`config.mk`:
```
export PLATFORM = sky130hd
export DESIGN_NAME = scwr_mul
export DESIGN_NICKNAME = d
export VERILOG_FILES = /design/src/hdl/scwr_pkg.sv /design/src/hdl/scwr_mul.sv
export SDC_FILE = /design/constraint.sdc
export NUM_CORES = 1
export LEC_CHECK = 0
export BUFFER_PORTS_ARGS = -buffer_cell sky130_fd_sc_hd__buf_2
export CORE_ASPECT_RATIO = 1.1
export CORE_MARGIN = 4
export CORE_UTILIZATION = 53
export DETAILED_ROUTE_END_ITERATION = 10
export HOLD_SLACK_MARGIN = 0.06
export PLACE_DENSITY_LB_ADDON = 0.1
export RECOVER_POWER = 100
export SYNTH_ARGS = -nofsm -noshare
export SYNTH_HDL_FRONTEND = slang
export SYNTH_SLANG_ARGS = --single-unit
export TNS_END_PERCENT = 30
```
`constraint.sdc`:
```
create_clock -name clk -period 3 [get_ports clk]
set_input_delay 0.15 -clock clk [delete_from_list [all_inputs] [get_ports clk]]
set_output_delay 0.15 -clock clk [all_outputs]
set_load 0.02 [all_outputs]
```
`src/hdl/scwr_pkg.sv`:
```
// Package for the sigma clipped window resampler.
// Holds field widths, request and register codes and the sequencer state type.
// No dependencies.
package scwr_pkg;

    localparam int TIME_W  = 32;
    localparam int VAL_W   = 24;
    localparam int ENTRY_W = 25;
    localparam int HW_W    = 31;
    localparam int THR_W   = 12;
    localparam int T2_W    = 24;
    localparam int CIU_W   = 2;
    localparam int ADDR_W  = 2;
    localparam int BUS_W   = 112;

    localparam logic [1:0] MODE_STORE = 2'd0;
    localparam logic [1:0] MODE_QUERY = 2'd1;
    localparam logic [1:0] MODE_CLEAR = 2'd2;

    localparam logic [ADDR_W-1:0] REG_HALF_WINDOW = 2'd0;
    localparam logic [ADDR_W-1:0] REG_THRESHOLD   = 2'd1;
    localparam logic [ADDR_W-1:0] REG_COMPONENTS  = 2'd2;

    typedef enum logic [4:0] {
        S_IDLE,
        S_WF_RD,
        S_WF_CHK,
        S_END_RD,
        S_END_CHK,
        S_WIN,
        S_COMP,
        S_P1_RD,
        S_P1_ACC,
        S_P1_DIV,
        S_P2_RD,
        S_P2_SQ,
        S_P2_ACC,
        S_P2_MUL,
        S_P3_RD,
        S_P3_SQ,
        S_P3_MST,
        S_P3_MUL,
        S_P3_DIV,
        S_NEXT,
        S_DONE
    } state_t;

endpackage

```
`src/hdl/scwr_mul.sv`:
```
// Serial shift-and-add multiplier, one multiplier bit per cycle.
// Depends on scwr_pkg.
module scwr_mul #(
    parameter int RW  = 83,
    parameter int MBW = 27
) (
    input  logic           clk,
    input  logic           rst_n,
    input  logic           start,
    input  logic [RW-1:0]  a,
    input  logic [MBW-1:0] b,
    output logic           done,
    output logic [RW-1:0]  prod
);
    import scwr_pkg::*;

    localparam int NW = $clog2(MBW + 1);

    logic           busy_reg, busy_next;
    logic           done_reg, done_next;
    logic [NW-1:0]  cnt_reg, cnt_next;
    logic [RW-1:0]  a_reg, a_next;
    logic [MBW-1:0] b_reg, b_next;
    logic [RW-1:0]  acc_reg, acc_next;

    always_ff @(posedge clk or negedge rst_n)
    begin
        if (!rst_n)
        begin
            busy_reg <= 1'b0;
            done_reg <= 1'b0;
            cnt_reg  <= '0;
        end
        else
        begin
            busy_reg <= busy_next;
            done_reg <= done_next;
            cnt_reg  <= cnt_next;
        end
    end

    always_ff @(posedge clk)
    begin
        a_reg   <= a_next;
        b_reg   <= b_next;
        acc_reg <= acc_next;
    end

    always_comb
    begin
        busy_next = busy_reg;
        done_next = 1'b0;
        cnt_next  = cnt_reg;
        a_next    = a_reg;
        b_next    = b_reg;
        acc_next  = acc_reg;
        if (start)
        begin
            busy_next = 1'b1;
            cnt_next  = NW'(MBW);
            a_next    = a;
            b_next    = b;
            acc_next  = '0;
        end
        else if (busy_reg)
        begin
            if (b_reg[0])
            begin
                acc_next = acc_reg + a_reg;
            end
            a_next   = {a_reg[RW-2:0], 1'b0};
            b_next   = {1'b0, b_reg[MBW-1:1]};
            cnt_next = cnt_reg - 1'b1;
            if (cnt_reg == NW'(1))
            begin
                busy_next = 1'b0;
                done_next = 1'b1;
            end
        end
    end

    assign done = done_reg;
    assign prod = acc_reg;

endmodule

```
---- Word level (Yosys, flattened, before mapping) ----
Cells that the tools add are included.
operators by class
  add/sub/neg operators ................... 2
  reduce and logical (&&, ||, !) cells .... 2
  mux-type cells .......................... 12
  equality and inequality tests ........... 1
operators with widths
  cell                 number
  $mux 83              2
  $add 83x83->83       1
  $mux 27              2
  $mux 5               2
  $mux 1               6
  $eq 5x1->1 const B   1
  $sub 5x1->5 const B  1
  $reduce_and 2->1     1
  $reduce_bool 2->1    1
word-level totals
  word-level logic and storage cells ...... 23
  input port bits ......................... 113
  register bits after elaboration ......... 200
  output and inout bits ................... 84

---- Depth between registers and ports, before layout ----
  word-level depth ........................ 4
  gate-level depth with buffers ........... 14
  depth with buffers taken out ............ 14

---- Worst setup path before layout ----
OpenSTA, ideal clock, no wires.
  kind .................................... flip-flop to flip-flop
  start ................................... reg acc_reg[0], in the netlist prod[0]
  end ..................................... reg acc_reg[74], in the netlist prod[74]
  slack ................................... -0.280 ns
  path buffers ............................ 0
  data arrival time ....................... 3.164 ns
  library setup time ...................... 0.117 ns
  period minus slack after synthesis ...... 3.280 ns
  required time ........................... 2.883 ns
  stages on the path, launching flop included .. 15
  cells stage by stage .................... dfxtp_1 -> ha_1 -> inv_1 -> fa_1 -> and2b_1 -> o21ai_1 -> a211oi_2 -> o21ai_1 -> a2111oi_4 -> nor2_1 -> o31ai_2 -> a21oi_1 -> o31ai_2 -> xor2_1 -> a22o_1
on the way
  word-level cells in the longest chain between the ends .. 1
ends and longest elaborated chain
  element                   line            source
  start: declaration        scwr_mul.sv:24  logic [RW-1:0] acc_reg, acc_next;
  start signal: assignment  scwr_mul.sv:46  acc_reg <= acc_next;
  $add 83x83->83            scwr_mul.sv:69  acc_next = acc_reg + a_reg;
Every way passes these cells.
A chain may end at the register's enable or synchronous reset.

---- Worst setup path after layout ----
  start ................................... reg a_reg[0]
  end ..................................... reg acc_reg[78], in the netlist prod[78]
on the way
  word-level cells in the longest chain between the ends .. 1
ends and longest elaborated chain
  element                   line            source
  start: declaration        scwr_mul.sv:22  logic [RW-1:0] a_reg, a_next;
  start signal: assignment  scwr_mul.sv:44  a_reg <= a_next;
  $add 83x83->83            scwr_mul.sv:69
Every way passes these cells.

==> metrics.yaml <==
route:
  drc_errors: 0
  drtAntennaViolNets: 0
  drt_iter0_drc: 805
  first_pass_iters: 5
  vias: 11968
  vias_per_cell: 5.67
  post_drt_wl_per_cell_um: 17.6
  wirelength_mm: 37.1
job:
  cap_violations: 0
global_routing:
  overflow: 0
  grt_pass1_vias: 12164
  grt.total_usage_pct: 27.3
  grt_max_degree: 110
  grt_first_pass_wirelength_mm: 59.7
  antenna_found_initial: 0
power:
  switching_share_pct: 40.4
  p_switching_mw: 5.05
  powerDensity_nw_per_um2: 714
  peakVddDrop_v: 0.000356
  p_seq_share_pct: 29.8
  comb_power_share_pct: 50.5
  clkPwrFrac_pct: 19.6
  p_int_mw: 7.44
  p_leak_nw: 7.56
  power_mw: 12.5
cells_and_area:
  nets: 1990
  drive_above_1_share_pct: 28.9
  layout.cells.non_filler: 2110
  area_growth_pct: 35.9
  antenna_cells: 0
clock_network:
  clock_path_buffers: 2
  clkLatencyLatePin_ns: 0.45
  clk_pin_slew_ns: 0.08
  cts_tree: "built"
  numCtsBuffers: 17
  cts_sinks: 200
  htreeDepth: 4
  root_buffer: "clkbuf_16"
floorplan:
  row_count: 59
  initial_utilization_pct: 54.2
  die_area_um2: 26900
  ios: 197
  core-area_um2: 23800
  die_w_um: 157
  chipHeight_um: 171
sta:
  timing.setup.tns_ns: -7.40
  tightest_slew_ns: 1.38
  maxSlewViolCount: 0
  setup_viol: 40
  rsz0062_at_grt: "true"
  period_needed_ns: 3.35
  finalHoldViolCount: 0
  finClkSkew_ns: 0.0187
  slew-limit-headroom_pct: 8.08
  finalCritPeriodShare_pct: 112
  clock.fmax_mhz: 299
  setup_slack_ns: -0.346
critical_path:
  crit_path_frequent_cell: "o21ai_2"
  cp_cell_sequence: "ha_4 -> inv_2 -> fa_2 -> and2b_1 -> o21ai_2 -> a211oi_2 -> o21ai_2 -> a2111oi_4 -> nor2_2 -> o31ai_2 -> buf_4 -> buf_6 -> nand2_4 -> o21ai_2 -> xor2_1 -> a22o_1"
  crit_buf_inv: 3
  crit_family: "compound AO/OA/AOI/OAI gates"
  cpMaxStageDelayCell: "a2111oi_4"
  cp_max_fo: 4
  path_class: "register to register"
  slowest_delay_ns: 0.48
  worstSetupStartpointType: "register"
  cp_data_required_time_ns: 3.38
  cp-end-kind: "register"
  critPathArrivalTime_ns: 3.73
place:
  place_ws_ns: -0.319
  dp.cells: 1960
  gp_congestion: 0.950
  port_buffers: 196
  dpl.hpwl_mm: 26.3
synth:
  ys_ff_latch: 200
  syn_nets: 1543
  synth_cell_type_count: 79
  synth_area_um2: 12900
  synth_edf_count: 110
  synth.avg_cell_area_um2: 9.57
  synthesis.instances: 1345
  synth-main-ff-cell: "edfxtp_1"
  synth_warnings: 0
  seq_area_frac_synth_pct: 39.9
  async_flop_share_pct: 3.50
outcome:
  failed_checks: "negative setup slack"
  status: "finished, violations left"
min_path:
  hold_class: "register to register"
[worst register-to-register path, cell delays in order (launching register included)]
cell       delay, ns
edfxtp_1        0.40
ha_4            0.16
inv_2           0.03
fa_2            0.32
and2b_1         0.23
o21ai_2         0.09
a211oi_2        0.28
o21ai_2         0.13
a2111oi_4       0.48
nor2_2          0.09
o31ai_2         0.22
buf_4           0.20
buf_6           0.11
nand2_4         0.06
o21ai_2         0.12
xor2_1          0.20
a22o_1          0.16
[cells by family after synthesis]
family | Yosys count | share of synthesized area [%]
compound gates | 405 | 20.6
simple gates | 369 | 13.2
flops | 200 | 39.9
mux | 109 | 9.52
buf+inv | 105 | 3.59
fa+ha+maj | 85 | 8.32
xor+xnor | 72 | 4.90
[power by group through the flow]
stage	sequential (mW)	clock (mW)	combinational [mW]
2_1_floorplan	4.02	0	3.43
6_report	3.73	2.46	6.31
5_1_grt	3.78	2.59	6.90
3_3_place_gp	3.74	0	5.76
4_1_cts	3.71	2.50	6.24
3_5_place_dp	3.76	0	5.83
[layer usage]
metal | GRT usage, % | wire length [um]
met5 | 0 | 0
met4 | 8.19 | 824
met3 | 4.28 | 1660
met2 | 48.0 | 18500
met1 | 34.5 | 16100
[per-stage QoR]
step	instance area, um^2	hold slack, ns	utilization [%]
floorplan	12900	-0.146	-
global placement	15400	-0.0103	64.8
detailed placement	15400	-0.00735	64.8
CTS	17500	0.0627	73.8
global route	17500	0.507	73.6
finish	17500	0.481	73.6
[cell type report]
cell class	instances	area (um^2)
repair buffers	502	3480
clock inverters	15	205
multi-input cells	1040	7730
clock buffers	17	425
flip-flops and latches	200	5140
inverters	31	116
well taps	305	382
fillers	1869	6280
[cell usage after synthesis, types with 5 or more instances]
library cell,count,share of area (%)
a211oi_1,8,0.47
a21o_1,53,3.1
a21oi_1,156,6.1
a22o_1,18,1.2
a31oi_1,9,0.44
and2_1,7,0.34
and3_1,6,0.29
buf_1,7,0.20
buf_2,5,0.19
clkbuf_1,51,1.5
dfrtp_1,7,1.4
dfxtp_1,83,13
edfxtp_1,110,26
ha_1,84,8.2
inv_1,31,0.90
mux2_2,107,9.4
nand2_1,172,5.0
nand2b_1,10,0.49
nand3_1,18,0.70
nand4_1,27,1.3
nor2_1,68,2.0
nor2b_1,5,0.24
nor3_1,19,0.74
nor4_1,10,0.49
o211ai_1,8,0.47
o21a_1,15,0.87
o21ai_0,58,2.3
o21ai_1,6,0.23
o21bai_1,21,1.2
o31ai_1,6,0.35
or2_2,5,0.24
or3_1,5,0.24
xnor2_1,39,2.7
xor2_1,33,2.2
[worst paths after layout]
check	slack (ns)	endpoint	startpoint	cells after the start
setup reg to reg	-0.35	prod[78]$_SDFFE_PP0P_	a_reg[0]$_SDFFCE_PN0P_	16
hold reg to reg	0.48	prod[3]$_SDFFE_PP0P_	prod[3]$_SDFFE_PP0P_	2
setup / recovery	-0.35	prod[78]$_SDFFE_PP0P_	a_reg[0]$_SDFFCE_PN0P_	16
min in group asynchronous	0.69	cnt_reg[4]$_DFFE_PN0P_	rst_n	3
hold / removal	0.48	prod[3]$_SDFFE_PP0P_	prod[3]$_SDFFE_PP0P_	2
max in group asynchronous	2.04	cnt_reg[0]$_DFFE_PN0P_	rst_n	3
[cells in the final DEF, fill, tap and decap left out, types with 15 or more instances in the layout]
cell type,n
a21oi_1,147
a22o_1,18
edfxtp_1,110
buf_4,179
nor3_1,18
mux2_2,106
dfxtp_1,81
nand3_1,17
nand4_1,27
inv_1,30
ha_1,73
dlygate4sd3_1,112
nor2_1,66
xor2_1,32
o21bai_1,21
o21a_1,15
clkbuf_1,89
clkbuf_16,17
o21ai_0,53
xnor2_1,37
a21o_1,53
buf_2,110
nand2_1,165
[timing repair]
item,CTS,global route
resized for setup,64,15
endpoints found under the hold margin,117,7
setup buffers,5,3
pin swaps,32,18
endpoints found under the setup margin,40,46
hold buffers,111,1
Power figures use the tool's default switching activity.
