--- config.mk ---
export PLATFORM = sky130hd
export DESIGN_NAME = scwr_div
export DESIGN_NICKNAME = d
export VERILOG_FILES = /design/src/hdl/scwr_pkg.sv /design/src/hdl/scwr_div.sv
export SDC_FILE = /design/constraint.sdc
export NUM_CORES = 1
export LEC_CHECK = 0
export ABC_AREA = 1
export BUFFER_PORTS_ARGS = -buffer_cell sky130_fd_sc_hd__buf_2
export CORE_ASPECT_RATIO = 1.4
export CORE_UTILIZATION = 45
export CTS_CLUSTER_SIZE = 40
export DETAILED_ROUTE_END_ITERATION = 8
export GPL_TIMING_DRIVEN = 0
export PLACE_DENSITY_LB_ADDON = 0.1
export SKIP_CTS_REPAIR_TIMING = 1
export SKIP_LAST_GASP = 1
export SYNTH_ARGS = -nofsm -noshare
export SYNTH_HDL_FRONTEND = slang
export SYNTH_SLANG_ARGS = --single-unit
--- constraint.sdc ---
create_clock -name clk -period 2.2 [get_ports clk]
set_clock_uncertainty 0.15 [all_clocks]
set_input_delay 0.11 -clock clk [delete_from_list [all_inputs] [get_ports clk]]
set_output_delay 0.11 -clock clk [all_outputs]
set_load 0.03 [all_outputs]
--- src/hdl/scwr_pkg.sv ---
// Package for the sigma clipped window resampler.
// Holds field widths, request and register codes and the sequencer state type.
// No dependencies.
package scwr_pkg;

    localparam int TIME_W  = 32;
    localparam int VAL_W   = 24;
    localparam int ENTRY_W = 25;
    localparam int HW_W    = 31;
    localparam int THR_W   = 12;
    localparam int T2_W    = 24;
    localparam int CIU_W   = 2;
    localparam int ADDR_W  = 2;
    localparam int BUS_W   = 112;

    localparam logic [1:0] MODE_STORE = 2'd0;
    localparam logic [1:0] MODE_QUERY = 2'd1;
    localparam logic [1:0] MODE_CLEAR = 2'd2;

    localparam logic [ADDR_W-1:0] REG_HALF_WINDOW = 2'd0;
    localparam logic [ADDR_W-1:0] REG_THRESHOLD   = 2'd1;
    localparam logic [ADDR_W-1:0] REG_COMPONENTS  = 2'd2;

    typedef enum logic [4:0] {
        S_IDLE,
        S_WF_RD,
        S_WF_CHK,
        S_END_RD,
        S_END_CHK,
        S_WIN,
        S_COMP,
        S_P1_RD,
        S_P1_ACC,
        S_P1_DIV,
        S_P2_RD,
        S_P2_SQ,
        S_P2_ACC,
        S_P2_MUL,
        S_P3_RD,
        S_P3_SQ,
        S_P3_MST,
        S_P3_MUL,
        S_P3_DIV,
        S_NEXT,
        S_DONE
    } state_t;

endpackage

--- src/hdl/scwr_div.sv ---
// Serial signed-by-unsigned divider, one quotient bit per cycle, truncating toward zero.
// Depends on scwr_pkg.
module scwr_div #(
    parameter int SW = 35,
    parameter int CW = 11
) (
    input  logic                          clk,
    input  logic                          rst_n,
    input  logic                          start,
    input  logic signed [SW-1:0]          dividend,
    input  logic [CW-1:0]                 divisor,
    output logic                          done,
    output logic signed [scwr_pkg::VAL_W-1:0] quot
);
    import scwr_pkg::*;

    localparam int NW = $clog2(SW + 1);

    logic          busy_reg, busy_next;
    logic          done_reg, done_next;
    logic [NW-1:0] cnt_reg, cnt_next;
    logic [CW-1:0] rem_reg, rem_next;
    logic [SW-1:0] quo_reg, quo_next;
    logic [CW-1:0] den_reg, den_next;
    logic          neg_reg, neg_next;
    logic [CW:0]   trial;
    logic [SW-1:0] signed_q;

    always_ff @(posedge clk or negedge rst_n)
    begin
        if (!rst_n)
        begin
            busy_reg <= 1'b0;
            done_reg <= 1'b0;
            cnt_reg  <= '0;
        end
        else
        begin
            busy_reg <= busy_next;
            done_reg <= done_next;
            cnt_reg  <= cnt_next;
        end
    end

    always_ff @(posedge clk)
    begin
        rem_reg <= rem_next;
        quo_reg <= quo_next;
        den_reg <= den_next;
        neg_reg <= neg_next;
    end

    always_comb
    begin
        busy_next = busy_reg;
        done_next = 1'b0;
        cnt_next  = cnt_reg;
        rem_next  = rem_reg;
        quo_next  = quo_reg;
        den_next  = den_reg;
        neg_next  = neg_reg;
        trial     = {rem_reg, quo_reg[SW-1]};
        if (start)
        begin
            busy_next = 1'b1;
            cnt_next  = NW'(SW);
            rem_next  = '0;
            neg_next  = dividend[SW-1];
            quo_next  = dividend[SW-1] ? SW'(-dividend) : SW'(dividend);
            den_next  = divisor;
        end
        else if (busy_reg)
        begin
            if (trial >= {1'b0, den_reg})
            begin
                rem_next = CW'(trial - {1'b0, den_reg});
                quo_next = {quo_reg[SW-2:0], 1'b1};
            end
            else
            begin
                rem_next = trial[CW-1:0];
                quo_next = {quo_reg[SW-2:0], 1'b0};
            end
            cnt_next = cnt_reg - 1'b1;
            if (cnt_reg == NW'(1))
            begin
                busy_next = 1'b0;
                done_next = 1'b1;
            end
        end
    end

    assign signed_q = neg_reg ? SW'(-quo_reg) : quo_reg;
    assign quot     = signed_q[VAL_W-1:0];
    assign done     = done_reg;

endmodule

Yosys cells after proc, flatten, opt, wreduce, memory -nomap -nowiden
Cells that the tools add are included.
- memories: 0
- bits in registers: 66
- bits in writable memories: 0
- bits of input ports: 49
- output and inout port bits: 25
- latch bits: 0
- bits in read-only memories: 0
- $lt $le $gt $ge: 1
- bitwise gates (word level): 0
- shift-type cells: 0
- equality and inequality tests: 1
- divide/modulo/power cells: 0
- $mul: 0
- multiplexer cells: 14
- add/sub/neg operators: 4
- reduce and logical (&&, ||, !) cells: 1
- operator list (operator ; number):
    $mux 35 ; 3
    $neg 35->35 ; 1
    $mux 24 ; 1
    $neg 24->24 ; 1
    $ge 12x11->1 ; 1
    $mux 6 ; 2
    $mux 11 ; 1
    $sub 11x11->11 ; 1
    $mux 1 ; 7
    $eq 6x1->1 const B ; 1
    $sub 6x1->6 const B ; 1
    $reduce_bool 2->1 ; 1

Logic depth before layout (Yosys ltp)
- depth in word-level cells: 4
- mapped depth: 12
- mapped depth without buffers: 12

Least setup slack after synthesis
No wires, ideal clock.
- kind: flip-flop to flip-flop
- from: reg quo_reg[34]
- to: reg rem_reg[0]
- clock period less this slack: 2020 ps
- required time: 1894 ps
- path buffers: 1
- cell stages (with the launch flop): 13
- library setup time: 156 ps
- arrival: 1714 ps
- path slack: 180 ps
- cells stage by stage: edfxtp_1 inv_1 ha_1 fa_1 inv_1 nand3_1 nand3_1 nand3_1 nand4_2 buf_6 nand2_1 nand3_1 o21ai_1
- word-level cells in the longest chain between the ends: 2
- elaborated cells on any way between the ends: 3
- those cells by class: add/sub: 1; order compare: 1; mux: 1
- RTL lines (what ; line ; text):
    from (decl) ; scwr_div.sv:23 ; logic [SW-1:0] quo_reg, quo_next;
    from (signal assigned) ; scwr_div.sv:48 ; quo_reg <= quo_next;
    $sub 11x11->11 or $ge 12x11->1 (tied branches) ; scwr_div.sv:76, scwr_div.sv:74 ;
    $mux 11 (*) ; scwr_div.sv:74 ; if (trial >= {1'b0, den_reg})
    to (signal assigned) ; scwr_div.sv:47 ; rem_reg <= rem_next;
    to (decl) ; scwr_div.sv:22 ; logic [CW-1:0] rem_reg, rem_next;
Every way passes the cells marked *; elsewhere a longest branch is shown, timed or not.
A chain may end at the register's enable or synchronous reset.

Worst setup path in the final report
- from: reg quo_reg[3]
- to: out quot[15] (netlist bit)
- word-level cells in the longest chain between the ends: 2
- RTL lines (what ; line ; text):
    $neg 24->24 ; scwr_div.sv:93 ; assign signed_q = neg_reg ? SW'(-quo_reg) : quo_reg;
    $mux 24 ; scwr_div.sv:93 ;
    to (decl) ; scwr_div.sv:13 ; output logic signed [scwr_pkg::VAL_W-1:0] quot
Every way passes these cells.

==> impl_results.rst <==
.. list-table::
   :header-rows: 1

   * - Metric
     - Value
   * - Status
     - finished with violations
   * - Violations in the final reports
     - negative setup slack
   * - Worst reg2reg startpoint
     - quo_reg[34]$_DFFE_PP_
   * - Area of the mapped netlist
     - 0.00509 mm^2
   * - Element type at the critical path end
     - primary output
   * - Worst hold path class
     - in -> async
   * - Final net count
     - 912
   * - Number of diodes
     - 0
   * - Largest fanout on the critical path
     - 5
   * - Total wirelength of the detailed-routed design
     - 14400 um
   * - Placeable core region
     - 0.0109 mm^2
   * - RSZ-0062 raised after global routing
     - true
   * - Power density relative to cell area
     - 890 mW/mm^2
   * - First element of the critical path
     - quo_reg[3]$_DFFE_PP_
   * - Combinational share of power
     - 0.451
   * - Fraction of layout instances using a drive strength above 1
     - 0.211
   * - Total routing usage reported by global routing
     - 0.252
   * - Via-to-Cell Ratio
     - 5.16
   * - Sequential group share of total power
     - 0.303
   * - Leak
     - 0.00307 uW
   * - Die Y-Extent
     - 128 um
   * - Transition time at the pin with the least slew margin
     - 0.813 ns
   * - Switching part of the total power
     - 0.391
   * - Leading register cell type out of synthesis
     - edfxtp_1
   * - Post-detailed-placement half-perimeter wirelength
     - 11100 um
   * - Data required time of the worst path
     - 1.94 ns
   * - Number of synthesized register bits
     - 66
   * - Antenna Violating Nets Remaining
     - 0
   * - Power Internal
     - 3480 uW
   * - Critical path's largest stage delay
     - 0.45 ns
   * - Number of maximum-capacitance constraint violations
     - 0
   * - Setup slack after layout
     - -0.126 ns
   * - Number of synthesized flops with an enable pin
     - 47
   * - Synthesized area per cell
     - 6.96 um^2
   * - Final Hold Vio Count
     - 0
   * - R2R cell count
     - 11
   * - Ordered cell list for the critical path
     - nor2_2 -> nand3_2 -> nor2_4 -> nand2_2 -> nor2_4 -> nand2_1 -> nand2_2 -> xor2_1 -> buf_4
   * - Number of placed I/O pins
     - 74
   * - Clk_lat worst skew
     - 0.33 ns
   * - Area used by multi-input combinational logic
     - 0.00294 mm^2
   * - Minimum setup slack among reg-to-reg paths
     - 0.07 ns
   * - Iteration-0 DRC Markers
     - 230
   * - Gate count after technology mapping
     - 731
   * - Final Total Pwr
     - 5710 uW
   * - Net switching power figure
     - 2230 uW
   * - Final weighted congestion of routability-driven global placement
     - 0.944
   * - Clk pin slew, worst setup/hold paths
     - 0.06 ns
   * - Global route total overflow
     - 0
   * - Number of inserted filler cells in the final layout
     - 1069
   * - Max VDD drop
     - 0.318 mV
   * - Critical path capture point
     - quot[15]
   * - Syn. warnings
     - 0
   * - Pin count of the biggest net entering global routing
     - 39
   * - Wire length of the first global-routing pass
     - 23000 um
   * - DIE WIDTH
     - 91.9 um
   * - Classification of the worst setup path
     - reg -> out
   * - Initial core utilization
     - 0.466
   * - CTS Root Cell
     - clkbuf_16
   * - TritonCTS Sinks
     - 66
   * - Reg area
     - 0.00183 mm^2
   * - Startpoint kind of the worst setup timing path
     - flop
   * - Async set-reset flop share out of synthesis
     - 0.121
   * - # setup viols final
     - 6
   * - Final Slew Violations
     - 0
   * - Unique masters post-synth
     - 43
   * - Period utilization
     - 1.06
   * - Total number of vias
     - 5120
   * - CP Data Arrival Time
     - 2.07 ns
   * - Number of global-route vias before repair
     - 4887
   * - Endpoint of the worst-slack reg-to-reg timing path
     - quo_reg[0]$_DFFE_PP_
   * - Length of the first detailed-routing pass in iterations
     - 5
   * - Routed WL per cell
     - 14.5 um
   * - Buffers on Ports
     - 73
   * - Signed area change from the synthesized netlist to the final layout
     - 26.2%
   * - Number of placed instances, taps included
     - 945
   * - Worst slew margin relative to its limit
     - 0.457
   * - Sequential element share of the synthesized area
     - 0.360
   * - TritonCTS clock tree
     - yes
   * - Total die area
     - 0.0117 mm^2
   * - Period minus WS final
     - 2.33 ns
   * - Clock group share of total power
     - 0.246
   * - DRC
     - 0
   * - Number of levels the H-tree was split into
     - 3
   * - Worst slack at placement
     - -0.123 ns
   * - Antenna violations before repair
     - 0
   * - Flip-flop count of the largest register, all copies and words added
     - 35
   * - Final non-filler cell total
     - 993
   * - Post-synthesis net count
     - 796
   * - Cell row count
     - 45
   * - Critical-path top delay cell
     - edfxtp_1
   * - Maximum number of buffers from clock root to sink
     - 2
   * - Number of clock buffers inserted by TritonCTS
     - 9
   * - Top achievable clock speed
     - 430 MHz
-- layout by cell type (no fill, tap or decap), types with 7 or more instances in the layout --
cell,netlist,layout
dlygate4sd3_1,0,13
nand2_2,8,15
dfrtp_1,8,8
buf_4,2,26
dfxtp_1,11,11
nand2_1,211,204
o21ai_0,35,32
clkbuf_16,0,10
inv_2,1,9
nand4_1,20,20
buf_2,6,65
nor2_1,88,81
ha_1,15,12
buf_6,2,7
nand3_1,76,73
a21oi_1,12,12
o21ai_1,7,7
clkbuf_1,10,8
xor2_1,29,28
xnor2_1,9,8
nor2_2,5,11
edfxtp_1,47,47
inv_1,93,85
-- metal layers --
layer / vias up / global-route usage / part of all wire
met5: - / 0 / 0
met4: 0 / 0.115 / 0.037
met3: 36 / 0.0297 / 0.035
met2: 129 / 0.468 / 0.53
met1: 2353 / 0.285 / 0.40
li1: 2602 / - / -
-- synthesized netlist by cell type, types with 2 or more instances --
| cell | number | area share |
|---|---|---|
| o21ai_2 | 2 | 0.0034 |
| nor2_4 | 2 | 0.0044 |
| buf_6 | 2 | 0.0044 |
| buf_2 | 6 | 0.0059 |
| nand2_1 | 211 | 0.16 |
| nor2_1 | 88 | 0.065 |
| o21ai_0 | 35 | 0.034 |
| o21ai_1 | 7 | 0.0069 |
| buf_4 | 2 | 0.0029 |
| o22ai_1 | 2 | 0.0025 |
| nor2_2 | 5 | 0.0061 |
| o211ai_1 | 2 | 0.0029 |
| ha_1 | 15 | 0.037 |
| inv_1 | 93 | 0.069 |
| nor3_1 | 6 | 0.0059 |
| dfrtp_1 | 8 | 0.039 |
| edfxtp_1 | 47 | 0.28 |
| xor2_1 | 29 | 0.050 |
| nand3_1 | 76 | 0.075 |
| xnor2_1 | 9 | 0.015 |
| nand4_1 | 20 | 0.025 |
| a31oi_1 | 2 | 0.0025 |
| dfxtp_1 | 11 | 0.043 |
| a21oi_1 | 12 | 0.012 |
| clkbuf_1 | 10 | 0.0074 |
| nand2_2 | 8 | 0.0098 |
| nand3_2 | 3 | 0.0059 |
| nand3b_1 | 2 | 0.0029 |
| and2_1 | 2 | 0.0025 |
-- per-stage QoR --
step                      setup TNS [ns]  hold slack [ns]  instance area, um^2  utilization
after floorplan                        0           -0.336                 5090            -
after global placement            -13.69           -0.189                 5630        0.516
after detailed placement          -0.810           -0.188                 5630        0.516
after CTS                          -1.85           -0.548                 5920        0.542
after global routing               -1.31           0.0163                 6420        0.588
final                             -0.305          0.00216                 6420        0.588
-- critical path, delay by kind of cell, from the launching register on --
family | cells | cell delay (ns)
DFF | 1 | 0.45
buffers and inverters | 1 | 0.21
and+or+nand+nor | 7 | 0.84
xor gates and xnor gates | 1 | 0.23
-- area by class of cell --
class	instances	share of cell area
Sequential cell	66	0.285
Clock inverter	7	0.0105
Buffer	21	0.0179
Tap cell	141	0.0275
Inverter	95	0.0555
Clock buffer	9	0.0351
Timing Repair Buffer	105	0.111
Multi-Input combinational cell	549	0.457
-- power groups by stage --
stage	sequential, uW	combinational, uW	clock (uW)
floorplan	1700	1630	0
global placement	1740	2120	0
detailed placement	1750	2150	0
CTS	1720	2160	1430
global route	1760	2870	1470
finish	1730	2580	1410
-- worst min-delay path by stage --
stage	start	end	slack, ns	depth (start not counted)
2_1_floorplan	rst_n	busy_reg$_DFF_PN0_	-0.34	0
3_3_place_gp	rst_n	done$_DFF_PN0_	-0.19	1
3_5_place_dp	rst_n	done$_DFF_PN0_	-0.19	1
4_1_cts	rst_n	cnt_reg[2]$_DFFE_PN0P_	-0.55	1
5_1_grt	rst_n	cnt_reg[4]$_DFFE_PN0P_	0.02	2
6_report	rst_n	cnt_reg[2]$_DFFE_PN0P_	0.002	2
-- kinds of logic (layout without fill, tap and decap cells) --
group | Yosys count | count (layout) | share of synthesized area
AND/OR/NAND/NOR | 428 | 428 | 0.370
buffers and inverters | 116 | 237 | 0.0914
AO/OA/AOI/OAI | 67 | 67 | 0.0720
flip-flops | 66 | 66 | 0.360
XOR/XNOR | 38 | 38 | 0.0654
adder cells (fa/ha/maj) | 16 | 16 | 0.0408
(Power assumes the default switching activity.)
